## src/hdl/sawtc_ram.sv

```systemverilog
// Single-port synchronous RAM with registered read data.
module sawtc_ram #(
  parameter int WIDTH = 8,
  parameter int AW    = 8
) (
  input  logic             clk,
  input  logic             we,
  input  logic [AW-1:0]    addr,
  input  logic [WIDTH-1:0] wdata,
  output logic [WIDTH-1:0] rdata
);

  logic [WIDTH-1:0] mem [1 << AW];
  logic [WIDTH-1:0] rdata_r;

  always_ff @(posedge clk) begin
    if (we) begin
      mem[addr] <= wdata;
    end
    rdata_r <= mem[addr];
  end

  assign rdata = rdata_r;

endmodule

```

## config.mk

```make
export PLATFORM = sky130hd
export DESIGN_NAME = sawtc_ram
export DESIGN_NICKNAME = d
export VERILOG_FILES = /design/src/hdl/sawtc_ram.sv
export SDC_FILE = /design/constraint.sdc
export NUM_CORES = 2
export LEC_CHECK = 0
export ABC_CLOCK_PERIOD_IN_PS = 2880
export BUFFER_PORTS_ARGS = -buffer_cell sky130_fd_sc_hd__buf_4
export CORE_ASPECT_RATIO = 0.9
export CORE_MARGIN = 2
export CORE_UTILIZATION = 40
export CTS_CLUSTER_SIZE = 10
export DETAILED_ROUTE_END_ITERATION = 8
export SYNTH_ARGS = -nofsm -noshare
export SYNTH_HDL_FRONTEND = slang
export SYNTH_SLANG_ARGS = --single-unit
```

## constraint.sdc

```tcl
create_clock -name clk -period 2.88 [get_ports clk]
set_input_delay 0.288 -clock clk [delete_from_list [all_inputs] [get_ports clk]]
set_output_delay 0.288 -clock clk [all_outputs]
set_load 0.1 [all_outputs]
```

After elaboration in Yosys (flattened, before gate mapping). Memory sizes are Yosys's and may differ from the RTL's. A register that Yosys moved wholly into a read port is not among the register bits. Cells that the tools add are included.

Muxes and demuxes: 2. $mul: 0. Shifts and indexed selects: 0. Bitwise logic cells: 0. $lt $le $gt $ge: 0. $add $sub $neg: 0. Reduce and logical (&&, ||, !) cells: 0. Equal/unequal tests: 0. Div/mod/pow operators: 0.

Operators by type and width (number): 1-bit two-way mux (2).

Input bits: 18. Memory bits (writable): 2048. Output and inout bits: 8. Bits in latches: 0. Memories: 1. Register bits after elaboration: 0. ROM bits: 0.

Memory list: mem (words 256, bits a word 8, rd ports 1, clocked after Yosys merged registers in 1, write ports 1, RTL line 13) `logic [WIDTH-1:0] mem [1 << AW];`.

Depth between registers and ports, before layout.
Depth after elaboration: 2. Mapped depth: 10. Depth with buffers taken out: 5.

Worst setup path after synthesis. No wires, ideal clock.

Kind: input to register. Start point: input port addr[1]. End point: memory mem[111][0] (enable). Data arrival time: 2137 ps. Slack: 373 ps. Cell stages on the path: 9. Setup time: 370 ps. Data required time: 2510 ps. Cell sequence: buf_2 -> clkbuf_1 -> clkbuf_1 -> nand2_1 -> buf_2 -> nor2_1 -> nand2_1 -> clkbuf_1 -> nor2_1.

RTL lines: start, declared (RTL line 8) `input logic [AW-1:0] addr,`; end, declared (RTL line 13).

No word-level cell before the write port.

==> impl_metrics.tcl <==
set metrics [dict create \
    post-route-min-period_ps 2730 \
    fin_tns_setup_ps 0 \
    pre_cts_ws_ps -785 \
    ys.flop_type "edfxtp_1" \
    avgViaCountPerCell 5.76 \
    arrival_ps 3430 \
    gp_congestion 0.836 \
    syn_nets 3565 \
    hold_viol_final 0 \
    finalWirelength_um 195000 \
    vias 39050 \
    grt_overflow 0 \
    dieArea_sq_um 200000 \
    grt_pass1_wl_um 284000 \
    cts_buffers 226 \
    firstDrtPassIters 5 \
    postCtsSetupBuffers 0 \
    core_area_sq_um 195000 \
    syn_area_per_cell_sq_um 22.1 \
    crit_path_max_incr_delay_ps 750 \
    rsz0062_at_grt "false" \
    yosysTopAreaCell "edfxtp_1" \
    timing.hold.ws_ps 115 \
    die_width_um 471 \
    clock-root-buffer "clkbuf_16" \
    max_slew_margin_pct 27.5 \
    cts_sinks 2056 \
    yosys_warnings 0 \
    critPathLaunchType "register" \
    num_rows 154 \
    clockBufferDepth 3 \
    ys_async_sr_fraction_pct 0 \
    fp.dieH_um 424 \
    critPathMaxFanout 1 \
    final_antenna_net_count 0 \
    worst_slack_ps 150 \
    grt_pass1_vias 39825 \
    finalSetupViolations 0 \
    worst-path-buf-inv 1 \
    worstPathRequired_ps 3580 \
    powerDensity_nw_per_um2 664 \
    io_pins 26 \
    path_cells "mux4_2 -> a22oi_1 -> a21oi_1 -> o41ai_1 -> buf_4 -> nand4_1" \
    slowest_stage "o41ai_1" \
    placed_cells 6499 \
    maxCapViolCount 0 \
    drt_iter0_markers 4430 \
    clk_pin_slew_ps 50 \
    wl_per_cell_um 28.8 \
    fin_skew_ps 52.4 \
    synth-seq-cells 2056 \
    start_util_pct 40.2 \
    mostFrequentLayoutCell "edfxtp_1" \
    grt_max_degree 107 \
    fmax_mhz 366 \
    fin_cells 6783 \
    synth.distinct_cells 22 \
    hpwl_um 124000 \
    cts_htree_levels 4 \
    synth_top_area_share_pct 78.3 \
    endpoint_kind "register" \
    max-vdd-ir-drop_v 0.000488 \
    finalPower_mw 61.5 \
    antenna_found_initial 7 \
    timing.final.crit_share_pct 94.8 \
    track_usage_pct 19.5 \
    seq_area_frac_synth_pct 78.6 \
    n_antenna_cell 0 \
    clk_latency_ps 870 \
    critical_path_class "register to register" \
    cpLargestDelayFamily "compound AO/OA/AOI/OAI gates" \
    drc 0 \
    syn_area_sq_um 78500 \
    area_growth_pct 18.0 \
    port-buffer-count 25 \
    drive_gt1_share_pct 33.0 \
    status "finished clean" \
    finalNetCount 4181 \
    drv_slew 0 \
    leakage_nw 29.2 \
    hold_path.class "input port to register" \
    synth_edf_count 2048 \
    synth_area_leaders "edfxtp_1 (78%), mux4_2 (15%), a22oi_1 (2.4%)" \
    worst_pin_slew_ps 1070 \
    layout_common_cells "edfxtp_1 (2,048), buf_4 (525), mux4_2 (512)" \
    syn_inst 3547 \
    cts_tree "built" \
]
where the power goes:
group / internal, mW / switching [mW] / leakage (nW)
combinational: 1.23 / 2.02 / 7.68
clock: 14.2 / 11.0 / 3.01
sequential: 33.0 / 0.0379 / 18.5
state kept, by name (all words and copies together), names as in the netlist:
register,cells
rdata,8
mem,2048
cell families (layout without fill, tap and decap cells):
kind of cell | after synthesis | in the layout | synth area share, %
AO/OA/AOI/OAI | 416 | 416 | 3.62
buffers and inverters | 233 | 895 | 1.40
flip-flops | 2056 | 2056 | 78.6
multiplexers | 512 | 512 | 14.7
AND/OR/NAND/NOR | 330 | 330 | 1.73
worst paths after layout:
path / from / to / slack, ps / cells after the start
worst max register to register: mem[95][7] / rdata[7] / 150 / 6
worst min-delay path: addr[6] / rdata[4] / 110 / 5
worst min register to register: mem[133][4] / rdata[4] / 980 / 5
worst max-delay path: mem[95][7] / rdata[7] / 150 / 6
worst reg2reg max path: cells and delay by family, from the launching register on:
family	cells	cell delay, ps
flip-flops	1	370
AND/OR/NAND/NOR	1	90
multiplexers	1	470
AO/OA/AOI/OAI	3	1440
buffers and inverters	1	240
through the flow:
stage	cell area, sq um	util [%]
after detailed placement	86300	44.2
after CTS	92600	47.4
after global routing	92600	47.4
after floorplan	78500	-
after global placement	86300	44.2
final	92600	47.4
cell type report:
type | count | area (sq um)
Timing Repair Buffer | 620 | 5690
Multi-Input combinational cell | 1258 | 15800
Sequential cell | 2056 | 61700
Tap cell | 2574 | 3220
Clock buffer | 253 | 5800
Fill cell | 16041 | 103000
Inverter | 1 | 3.75
Clock inverter | 21 | 402
cells in the mapped netlist (2+ instances only):
cell type     n
edfxtp_1   2048
mux4_2      512
a22oi_1     256
nor2_1      232
clkbuf_1    145
a21oi_1     128
buf_2        36
o41ai_1      32
nor3_1       30
nand2_1      28
buf_1        19
buf_4        16
buf_6        16
nand3_1      13
dfxtp_1       8
nand4_1       8
nor2b_1       7
nand2b_1      6
and2_1        3
or2_2         2
layer usage:
layer,part of all wire (%),wire (um),global-route usage [%]
met4,2.0,3810,4.61
met5,0.0067,13,0
met3,7.9,15500,3.76
met2,47,92500,30.5
met1,43,83500,28.6
what timing repair did:
item	CTS	global route
hold buffers	10	0
endpoints found under the hold margin	425	0
gates resized for setup	0	1
setup endpoints to repair	0	1
Note: power is estimated with default switching activity, not from simulation.
