<file path="src/hdl/sawtc_pkg.sv">
// Shared constants and types of the set-associative write-through cache.
package sawtc_pkg;

  localparam int ADDR_W     = 16;
  localparam int SIZE_W     = 4;
  localparam int DATA_W     = 64;
  localparam int MAX_SIZE   = 8;
  localparam int ADDR_LSB   = 0;
  localparam int SIZE_LSB   = ADDR_LSB + ADDR_W;
  localparam int WDATA_LSB  = SIZE_LSB + SIZE_W;
  localparam int IN_TDATA_W = 88;
  localparam int WAY_IDX_W  = 4;

  localparam logic KIND_LOAD  = 1'b0;
  localparam logic KIND_STORE = 1'b1;

  typedef struct packed {
    logic                 hit;
    logic [WAY_IDX_W-1:0] way;
  } lkp_res_t;

endpackage

</file>
<file path="src/hdl/sawtc_lookup.sv">
// Tag compare, age update and victim choice for one set row.
module sawtc_lookup #(
  parameter int NUM_WAYS = 4,
  parameter int TAG_W    = 6,
  parameter int AGE_BITS = 8,
  parameter int ENT_W    = 1 + AGE_BITS + TAG_W
) (
  input  logic [NUM_WAYS*ENT_W-1:0] row,
  input  logic [TAG_W-1:0]          tag,
  input  logic                      kind,
  output sawtc_pkg::lkp_res_t       res,
  output logic [NUM_WAYS*ENT_W-1:0] new_row
);
  import sawtc_pkg::*;

  localparam logic [AGE_BITS-1:0] AGE_MAX = '1;

  always_comb begin
    logic                 hit_any;
    logic [WAY_IDX_W-1:0] hit_way;
    logic                 found;
    logic [WAY_IDX_W-1:0] victim;
    logic [AGE_BITS-1:0]  best;
    logic                 v;
    logic [AGE_BITS-1:0]  age;
    logic [TAG_W-1:0]     t;
    hit_any = 1'b0;
    hit_way = '0;
    found   = 1'b0;
    victim  = '0;
    best    = '0;
    new_row = row;
    for (int w = 0; w < NUM_WAYS; w++) begin
      {v, age, t} = row[w*ENT_W +: ENT_W];
      if (v && t == tag) begin
        hit_any = 1'b1;
        hit_way = WAY_IDX_W'(w);
        age     = '0;
      end else if (age < AGE_MAX) begin
        age = age + 1'b1;
      end
      new_row[w*ENT_W +: ENT_W] = {v, age, t};
    end
    // First invalid way wins; otherwise the first way with the largest nonzero age,
    // judged on the ages after this access has raised them.
    for (int w = 0; w < NUM_WAYS; w++) begin
      if (!found && !row[w*ENT_W + ENT_W - 1]) begin
        found  = 1'b1;
        victim = WAY_IDX_W'(w);
      end
    end
    if (!found) begin
      for (int w = 0; w < NUM_WAYS; w++) begin
        age = new_row[w*ENT_W + TAG_W +: AGE_BITS];
        if (age > best) begin
          best   = age;
          victim = WAY_IDX_W'(w);
        end
      end
    end
    if (kind == KIND_LOAD && !hit_any) begin
      new_row[32'(victim)*ENT_W +: ENT_W] = {1'b1, {AGE_BITS{1'b0}}, tag};
    end
    res.hit = hit_any;
    res.way = hit_any ? hit_way : victim;
  end

endmodule

</file>
<file path="config.mk">
export PLATFORM = sky130hd
export DESIGN_NAME = sawtc_lookup
export DESIGN_NICKNAME = d
export VERILOG_FILES = /design/src/hdl/sawtc_pkg.sv /design/src/hdl/sawtc_lookup.sv
export SDC_FILE = /design/constraint.sdc
export NUM_CORES = 1
export LEC_CHECK = 0
export BUFFER_PORTS_ARGS = -buffer_cell sky130_fd_sc_hd__buf_2
export CAP_MARGIN = 25
export CORE_MARGIN = 2
export CORE_UTILIZATION = 44
export DETAILED_ROUTE_END_ITERATION = 16
export PLACE_DENSITY = 0.8
export SLEW_MARGIN = 20
export SYNTH_ARGS = -nofsm -noshare
export SYNTH_HDL_FRONTEND = slang
export SYNTH_SLANG_ARGS = --single-unit
</file>
<file path="constraint.sdc">
create_clock -name vclk -period 7.5
set_input_delay 0.75 -clock vclk [all_inputs]
set_output_delay 0.75 -clock vclk [all_outputs]
set_load 0.005 [all_outputs]
</file>
# --- Word-level counts from Yosys, hierarchy flattened ---
# Cells that the tools add are included.
classes:
  n_addsub: 5
  n_mul: 1
  magnitude_cmp: 8
  eq_ne: 4
  n_shift: 2
  mux: 36
  bitwise: 1
  n_reduce_logical: 14
ops:
  columns: ["cell", "count"]
  rows:
  - ["2-to-1 mux 8 bit", 14]
  - ["bitwise mux 60 bit", 1]
  - ["2-to-1 mux 60 bit", 1]
  - ["variable shift 15 x 34 -> 60 bit, first input constant", 1]
  - ["indexed part select 15 x 34 -> 60 bit", 1]
  - ["2-to-1 mux 4 bit", 10]
  - ["negator 8 -> 34 bit", 1]
  - ["adder 8 x 1 -> 8 bit, second input constant", 4]
  - ["< comparator 8 bit, second input constant", 4]
  - ["== test 6 bit", 4]
  - ["greater-than comparator 8 bit", 3]
  - ["2-to-1 mux 1 bit", 10]
  - ["greater-than comparator 8 x 1 -> 1 bit, second input constant", 1]
  - ["logical AND 1 bit", 8]
  - ["multiplier 4 x 4 -> 8 bit, second input constant", 1]
  - ["zero test 1 bit", 6]
  - ["inverter 1 bit", 1]
totals:
  register_bits: 0
  input_bits: 67
  output_inout_bits: 65

# --- Longest topological paths before layout ---
# Gate-level depths: netlist of the first run.
depth:
  word_depth: 24
  ltp_mapped: 35
  depth_no_buf: 31

# --- Worst setup path after synthesis of the first run ---
# No wires, ideal clock.
synth_path:
  kind: "input to output"
  from: "in tag[4]"
  to: "out new_row[45]"
  arrival_time_ns: 7.001
  required_time_ns: 6.750
  setup_slack_ns: -0.251
  stages: 31
  path_buffers: 5
  cell_sequence: "buf_4 > xor2_1 > nor4_4 > buf_4 > nand2b_1 > inv_1 > ha_1 > nand4_1 > or2_2 > o21a_1 > clkbuf_2 > mux2_2 > ha_1 > a21o_1 > a21oi_1 > a21boi_0 > o21ai_2 > clkbuf_1 > nand2_1 > o21ai_0 > ha_1 > and3_1 > a221o_1 > a22oi_1 > nand2_1 > a21o_1 > nand2b_1 > ha_1 > or4_1 > buf_1 > o2bb2ai_1"
synth_via:
  elab_chain_cells: 20
synth_rtl:
  columns: ["element", "line", "rtl"]
  rows:
  - ["start, declared", "sawtc_lookup.sv:9", "input logic [TAG_W-1:0] tag,"]
  - ["== test 6 bit", "sawtc_lookup.sv:35", "if (v && t == tag) begin"]
  - ["logical AND 1 bit", "sawtc_lookup.sv:35", null]
  - ["2-to-1 mux 8 bit", "sawtc_lookup.sv:35", null]
  - ["greater-than comparator 8 x 1 -> 1 bit", "sawtc_lookup.sv:55", "if (age > best) begin"]
  - ["2-to-1 mux 8 bit", "sawtc_lookup.sv:55", null]
  - ["2-to-1 mux 8 bit", "sawtc_lookup.sv:52", "if (!found) begin"]
  - ["greater-than comparator 8 bit", "sawtc_lookup.sv:55", null]
  - ["2-to-1 mux 8 bit", "sawtc_lookup.sv:55", null]
  - ["[... 4 more ...]", null, null]
  - ["greater-than comparator 8 bit", "sawtc_lookup.sv:55", null]
  - ["2-to-1 mux 4 bit", "sawtc_lookup.sv:55", null]
  - ["2-to-1 mux 4 bit", "sawtc_lookup.sv:52", null]
  - ["multiplier 4 x 4 -> 8 bit", "sawtc_lookup.sv:62", "new_row[32'(victim)*ENT_W +: ENT_W] = {1'b1, {AGE_BITS{1'b0}}, tag};"]
  - ["negator 8 -> 34 bit", "sawtc_lookup.sv:62", null]
  - ["indexed part select 15 x 34 -> 60 bit or variable shift 15 x 34 -> 60 bit (tied branches)", "sawtc_lookup.sv:62", null]
  - ["bitwise mux 60 bit", "sawtc_lookup.sv:62", null]
  - ["2-to-1 mux 60 bit *", "sawtc_lookup.sv:61", "if (kind == KIND_LOAD && !hit_any) begin"]
  - ["end, declared", "sawtc_lookup.sv:12", "output logic [NUM_WAYS*ENT_W-1:0] new_row"]
# Every way passes the cells marked *; elsewhere a longest branch is shown, timed or not. The select of a mux whose other input is x is not followed.

# --- Final worst setup path of the first run ---
layout_path:
  from: "in tag[1]"
  to: "out new_row[50]"
# Same word-level chain as after synthesis.

==> results of run 1 <==
[cell usage in the layout, fill, tap and decap left out, types with 6 or more instances in the layout]
| cell type | n |
|---|---|
| a21o_1 | 6 |
| a21oi_1 | 8 |
| a31oi_1 | 6 |
| and3_1 | 8 |
| buf_2 | 127 |
| buf_4 | 52 |
| buf_6 | 7 |
| ha_1 | 23 |
| ha_4 | 8 |
| inv_1 | 12 |
| mux2i_1 | 11 |
| nand2_1 | 52 |
| nand2b_1 | 7 |
| nand3_1 | 18 |
| nand4_1 | 13 |
| nor2_1 | 44 |
| nor3_1 | 14 |
| nor3_2 | 7 |
| o21ai_0 | 11 |
| o21ai_2 | 7 |
| o2bb2ai_1 | 18 |
| xnor2_1 | 9 |
| xor2_1 | 18 |
[power groups by stage]
stage	clock network (mW)	registers, mW	logic [mW]
floorplan	0	0	0.189
global placement	0	0	0.289
detailed placement	0	0	0.298
CTS	0	0	0.306
global route	0	0	0.399
finish	0	0	0.365
[cell type report]
cell class | instances | area, um2 | share of cell area (%)
timing repair buffer | 190 | 1170 | 28.1
multi-input combinational | 359 | 2860 | 68.4
inverter | 13 | 48.8 | 1.17
tap | 75 | 93.8 | 2.25
[per-layer routing]
metal,GRT usage (%),vias to the layer above,routed length [um],share of wire [%]
li1,-,1758,-,-
met1,32.0,1695,3980,42
met2,45.0,159,4860,51
met3,1.10,17,575,6.0
met4,3.50,0,105,1.1
met5,0,-,0,0
[cells in the mapped netlist, drive strengths merged (2+ instances only)]
cell	count
a21boi	2
a21o	6
a21oi	12
a31oi	6
and3	10
and4	3
buf	15
clkbuf	6
ha	33
inv	13
mux2	4
mux2i	12
nand2	53
nand2b	8
nand3	18
nand4	13
nor2	44
nor2b	6
nor3	21
nor4	4
nor4b	4
o21a	2
o21ai	20
o2bb2ai	24
or2	5
or3	3
xnor2	13
xor2	21
[final timing paths]
kind / from / endpoint / depth (start not counted)
worst min-delay path: row[46] / new_row[46] / 3
worst max-delay path: tag[1] / new_row[50] / 34
[cells by family after synthesis]
kind of cell	after synthesis	share of synthesized area [%]
and+or+nand+nor	194	38.9
AOI/OAI and AO/OA	80	20.9
xor gates and xnor gates	34	11.2
buffers and inverters	34	7.19
adders and majority gates	33	15.5
muxes	16	6.21
other	1	0.141
[repair_timing]
item                                    CTS  global route
pin swaps                                 4            30
endpoints found under the setup margin   33            60
setup buffers                             2            14
gates resized for setup                   8            60
cloned                                    0             1
[worst max-delay path, delay by kind of cell]
| family | cells | cell delay, ns |
|---|---|---|
| multiplexers | 1 | 0.33 |
| adder cells (fa/ha/maj) | 4 | 0.92 |
| buffers and inverters | 7 | 0.96 |
| XOR/XNOR | 1 | 0.14 |
| AND/OR/NAND/NOR | 8 | 1.64 |
| AO/OA/AOI/OAI | 13 | 2.08 |
==> impl_metrics.tcl, run 1 <==
set metrics [dict create \
    status "finished, violations left" \
    violations "setup timing" \
    overflow 0 \
    whs_ns 1.80 \
    rsz0062_at_grt "true" \
    final_area_um2 4170 \
    gp_congestion 0.905 \
    switching_share_pct 49.6 \
    hold_path_class "in2out" \
    leakage_nw 2.01 \
    fin_crit_ns 7.59 \
    yosysSeqAreaShare_pct 0 \
    dp_slack_ns -0.175 \
    yosys.area.top_type "ha_1" \
    p_per_area_nw_per_um2 87.6 \
    top_level_ports 132 \
    syn2layout_area_growth_pct 56.8 \
    ir_drop_mv 0.0419 \
    finalSetupTns_ns -0.775 \
    fmax_mhz 132 \
    io_buffer_count 130 \
    final_cell_count_no_fill 637 \
    endpoint_kind "primary output" \
    wire_per_inst_um 15.0 \
    finalPower_mw 0.365 \
    grt_pass1_wl_mm 13.4 \
    vias 3629 \
    maxSlewHeadroom_pct 47.0 \
    p_seq_share_pct 0 \
    drv_slew 0 \
    final.setup.worst_slack_ns -0.0908 \
    num_rows 28 \
    dpl.hpwl_mm 7.43 \
    p_sw_mw 0.181 \
    fillers 471 \
    setup_viol 15 \
    arrival_ns 6.84 \
    dp_cells 620 \
    slowest_delay_ns 0.51 \
    yosys_warnings 0 \
    start_util_pct 45.2 \
    dpl-instance-area_um2 3740 \
    period_share_pct 101 \
    max_cap_viol_count 0 \
    cp_max_fo 7 \
    core_um2 5890 \
    setup.worst_path.class "in2out" \
    drtIter0Drc 153 \
    worst_slew_pin_slew_ns 0.787 \
    crit_top_cell "ha_4" \
    firstDrtPassIters 5 \
    drive_gt1_share_pct 46.4 \
    grt_pass1_vias 3070 \
    final_antenna_net_count 0 \
    syn-mean-instance-area_um2 6.79 \
    die_w_um 81.8 \
    postCtsHoldBufs 0 \
    fin_util_pct 70.9 \
    final-hold-violation-count 0 \
    crit_required_ns 6.75 \
    synth_cells 392 \
    cp_slowest_cell "or4_4" \
    die-area_um2 6690 \
    intPower_mw 0.184 \
    synthTopCellsByArea "ha_1 16%, o2bb2ai_1 7.9%, nand2_1 7.5%" \
    post-route-drc-count 0 \
    antenna_found_initial 0 \
    diodes 0 \
    cp-start-kind "primary input" \
    synth_top_area_share_pct 15.5 \
    clock_buffers 0 \
    seq_area_um2 0 \
    viasPerCell 5.70 \
    grt_use_total_pct 24.5 \
    synthesis.area_um2 2660 \
    clkPwrFrac_pct 0 \
    nNetsFinal 664 \
    drt_wl_total_mm 9.53 \
    seq_cell_count 0 \
    p_comb_share_pct 100.0 \
    die_h_um 81.8 \
    grt_max_degree 19 \
    ys_types 48 \
]
(Power assumes the default switching activity.)
==> run 2: changes to the inputs <==
- CORE_UTILIZATION: 44 -> 49
- PLACE_DENSITY: 0.8 -> 0.85
- clock period: 7.5 -> 8.2 ns (I/O delays scaled with it)
==> run 2 against run 1 <==
- the run now ends clean
- cell count fell by 7.7%
- via count shrank 6.1%
- worst setup slack better by 0.44 ns
- die area is 9.7% lower
- core utilization shrank 4.7 points
- critical path depth fell by 3
- largest cell class unchanged
==> impl_metrics.tcl, run 2 (synthesis gave the netlist of run 1 again) <==
set metrics [dict create \
    status "finished clean" \
    core_um2 5170 \
    final_common_cell "buf_2" \
    seq_cell_count 0 \
    hold_path_class "in2out" \
    io_buffer_count 130 \
    final_cell_count_no_fill 588 \
    ir_drop_mv 0.0454 \
    slowest_delay_ns 0.57 \
    worst_slew_pin_slew_ns 0.603 \
    maxSlewHeadroom_pct 59.4 \
    diodes 0 \
    die_w_um 77.7 \
    endpoint_kind "primary output" \
    grt_use_total_pct 25.5 \
    p_per_area_nw_per_um2 73.4 \
    cp_slowest_cell "or4_4" \
    drt_wl_total_mm 8.44 \
    gp_congestion 0.917 \
    setup_viol 0 \
    fmax_mhz 127 \
    arrival_ns 7.03 \
    dpl.hpwl_mm 7.01 \
    drv_slew 0 \
    start_util_pct 51.5 \
    period_share_pct 95.8 \
    grt_max_degree 19 \
    cp-start-kind "primary input" \
    crit_path_end "new_row[46]" \
    final-hold-violation-count 0 \
    final_antenna_net_count 0 \
    drtIter0Drc 190 \
    overflow 0 \
    antenna_found_initial 0 \
    finalSetupTns_ns 0 \
    firstDrtPassIters 5 \
    num_rows 26 \
    grt_pass1_wl_mm 13.4 \
    cp_max_fo 17 \
    grt_pass1_vias 2997 \
    top_level_ports 132 \
    die-area_um2 6040 \
    critPathLaunch "tag[2]" \
    viasPerCell 5.79 \
    seq_area_um2 0 \
    nNetsFinal 620 \
    wire_per_inst_um 14.4 \
    crit_top_cell "ha_1" \
    clock_buffers 0 \
    setup.worst_path.class "in2out" \
    post-route-drc-count 0 \
    drive_gt1_share_pct 33.6 \
    vias 3407 \
    die_h_um 77.7 \
    leakage_nw 1.71 \
    fin_crit_ns 7.85 \
    dp_cells 581 \
    final_cell_mix "130 x buf_2, 52 x nand2_1, 44 x nor2_1, 33 x ha_1, 24 x o2bb2ai_1" \
    syn2layout_area_growth_pct 28.7 \
    max_cap_viol_count 0 \
    crit_required_ns 7.38 \
]
run 2: cell count changes in the layout (fill, tap and decap cells not counted), sizes merged:
cell	delta
buf	-44
run 2: cell type report:
cell class	count	area, um2
Fill cell	457	1750
Inverter	13	48.8
Multi-Input combinational cell	359	2510
Tap cell	70	87.6
Timing Repair Buffer	146	774
run 2: per-stage QoR:
step | hold slack (ns) | setup WS [ns] | total power, mW | util [%] | instance area [um2]
5_1_grt | 1.95 | -0.0182 | 0.277 | 66.2 | 3420
4_1_cts | 1.94 | 0.0499 | 0.239 | 64.3 | 3330
2_1_floorplan | 1.72 | 0.309 | 0.155 | - | 2670
3_3_place_gp | 1.94 | 0.314 | 0.230 | 64.3 | 3330
3_5_place_dp | 1.94 | 0.0811 | 0.237 | 64.3 | 3330
6_report | 1.94 | 0.347 | 0.251 | 66.2 | 3420
run 2: how the worst min path moves through the flow:
stage	from	end	slack, ns	depth (start not counted)
floorplan	row[29]	new_row[29]	1.72	2
global placement	row[49]	new_row[49]	1.94	3
detailed placement	row[29]	new_row[29]	1.94	4
CTS	row[47]	new_row[47]	1.94	3
global route	row[48]	new_row[48]	1.95	3
finish	row[47]	new_row[47]	1.94	3
run 2: routing by layer:
metal / GRT usage, % / routed length [um] / part of all wire (%)
met4: 8.04 / 223 / 2.6
met1: 33.6 / 3660 / 43
met2: 44.1 / 4070 / 48
met3: 1.63 / 493 / 5.8
met5: 0 / 0 / 0
run 2: critical path, delay by kind of cell:
family                   cells  cell delay [ns]
AO/OA/AOI/OAI               11             1.97
AND/OR/NAND/NOR              9             1.93
XOR/XNOR                     1             0.19
multiplexers                 1             0.38
buffers and inverters        5             0.75
adder cells (fa/ha/maj)      4             1.01
run 2: repair_timing:
action / CTS / global route
hold buffers: 0 / 0
endpoints found under the setup margin: 0 / 58
buffers inserted: 0 / 7
resized for setup: 0 / 16
run 2: report_power, final:
| part | internal (mW) | switching, mW | total, mW |
|---|---|---|---|
| registers | 0 | 0 | 0 |
| logic | 0.115 | 0.136 | 0.251 |
| clock network | 0 | 0 | 0 |
| total | 0.115 | 0.136 | 0.251 |
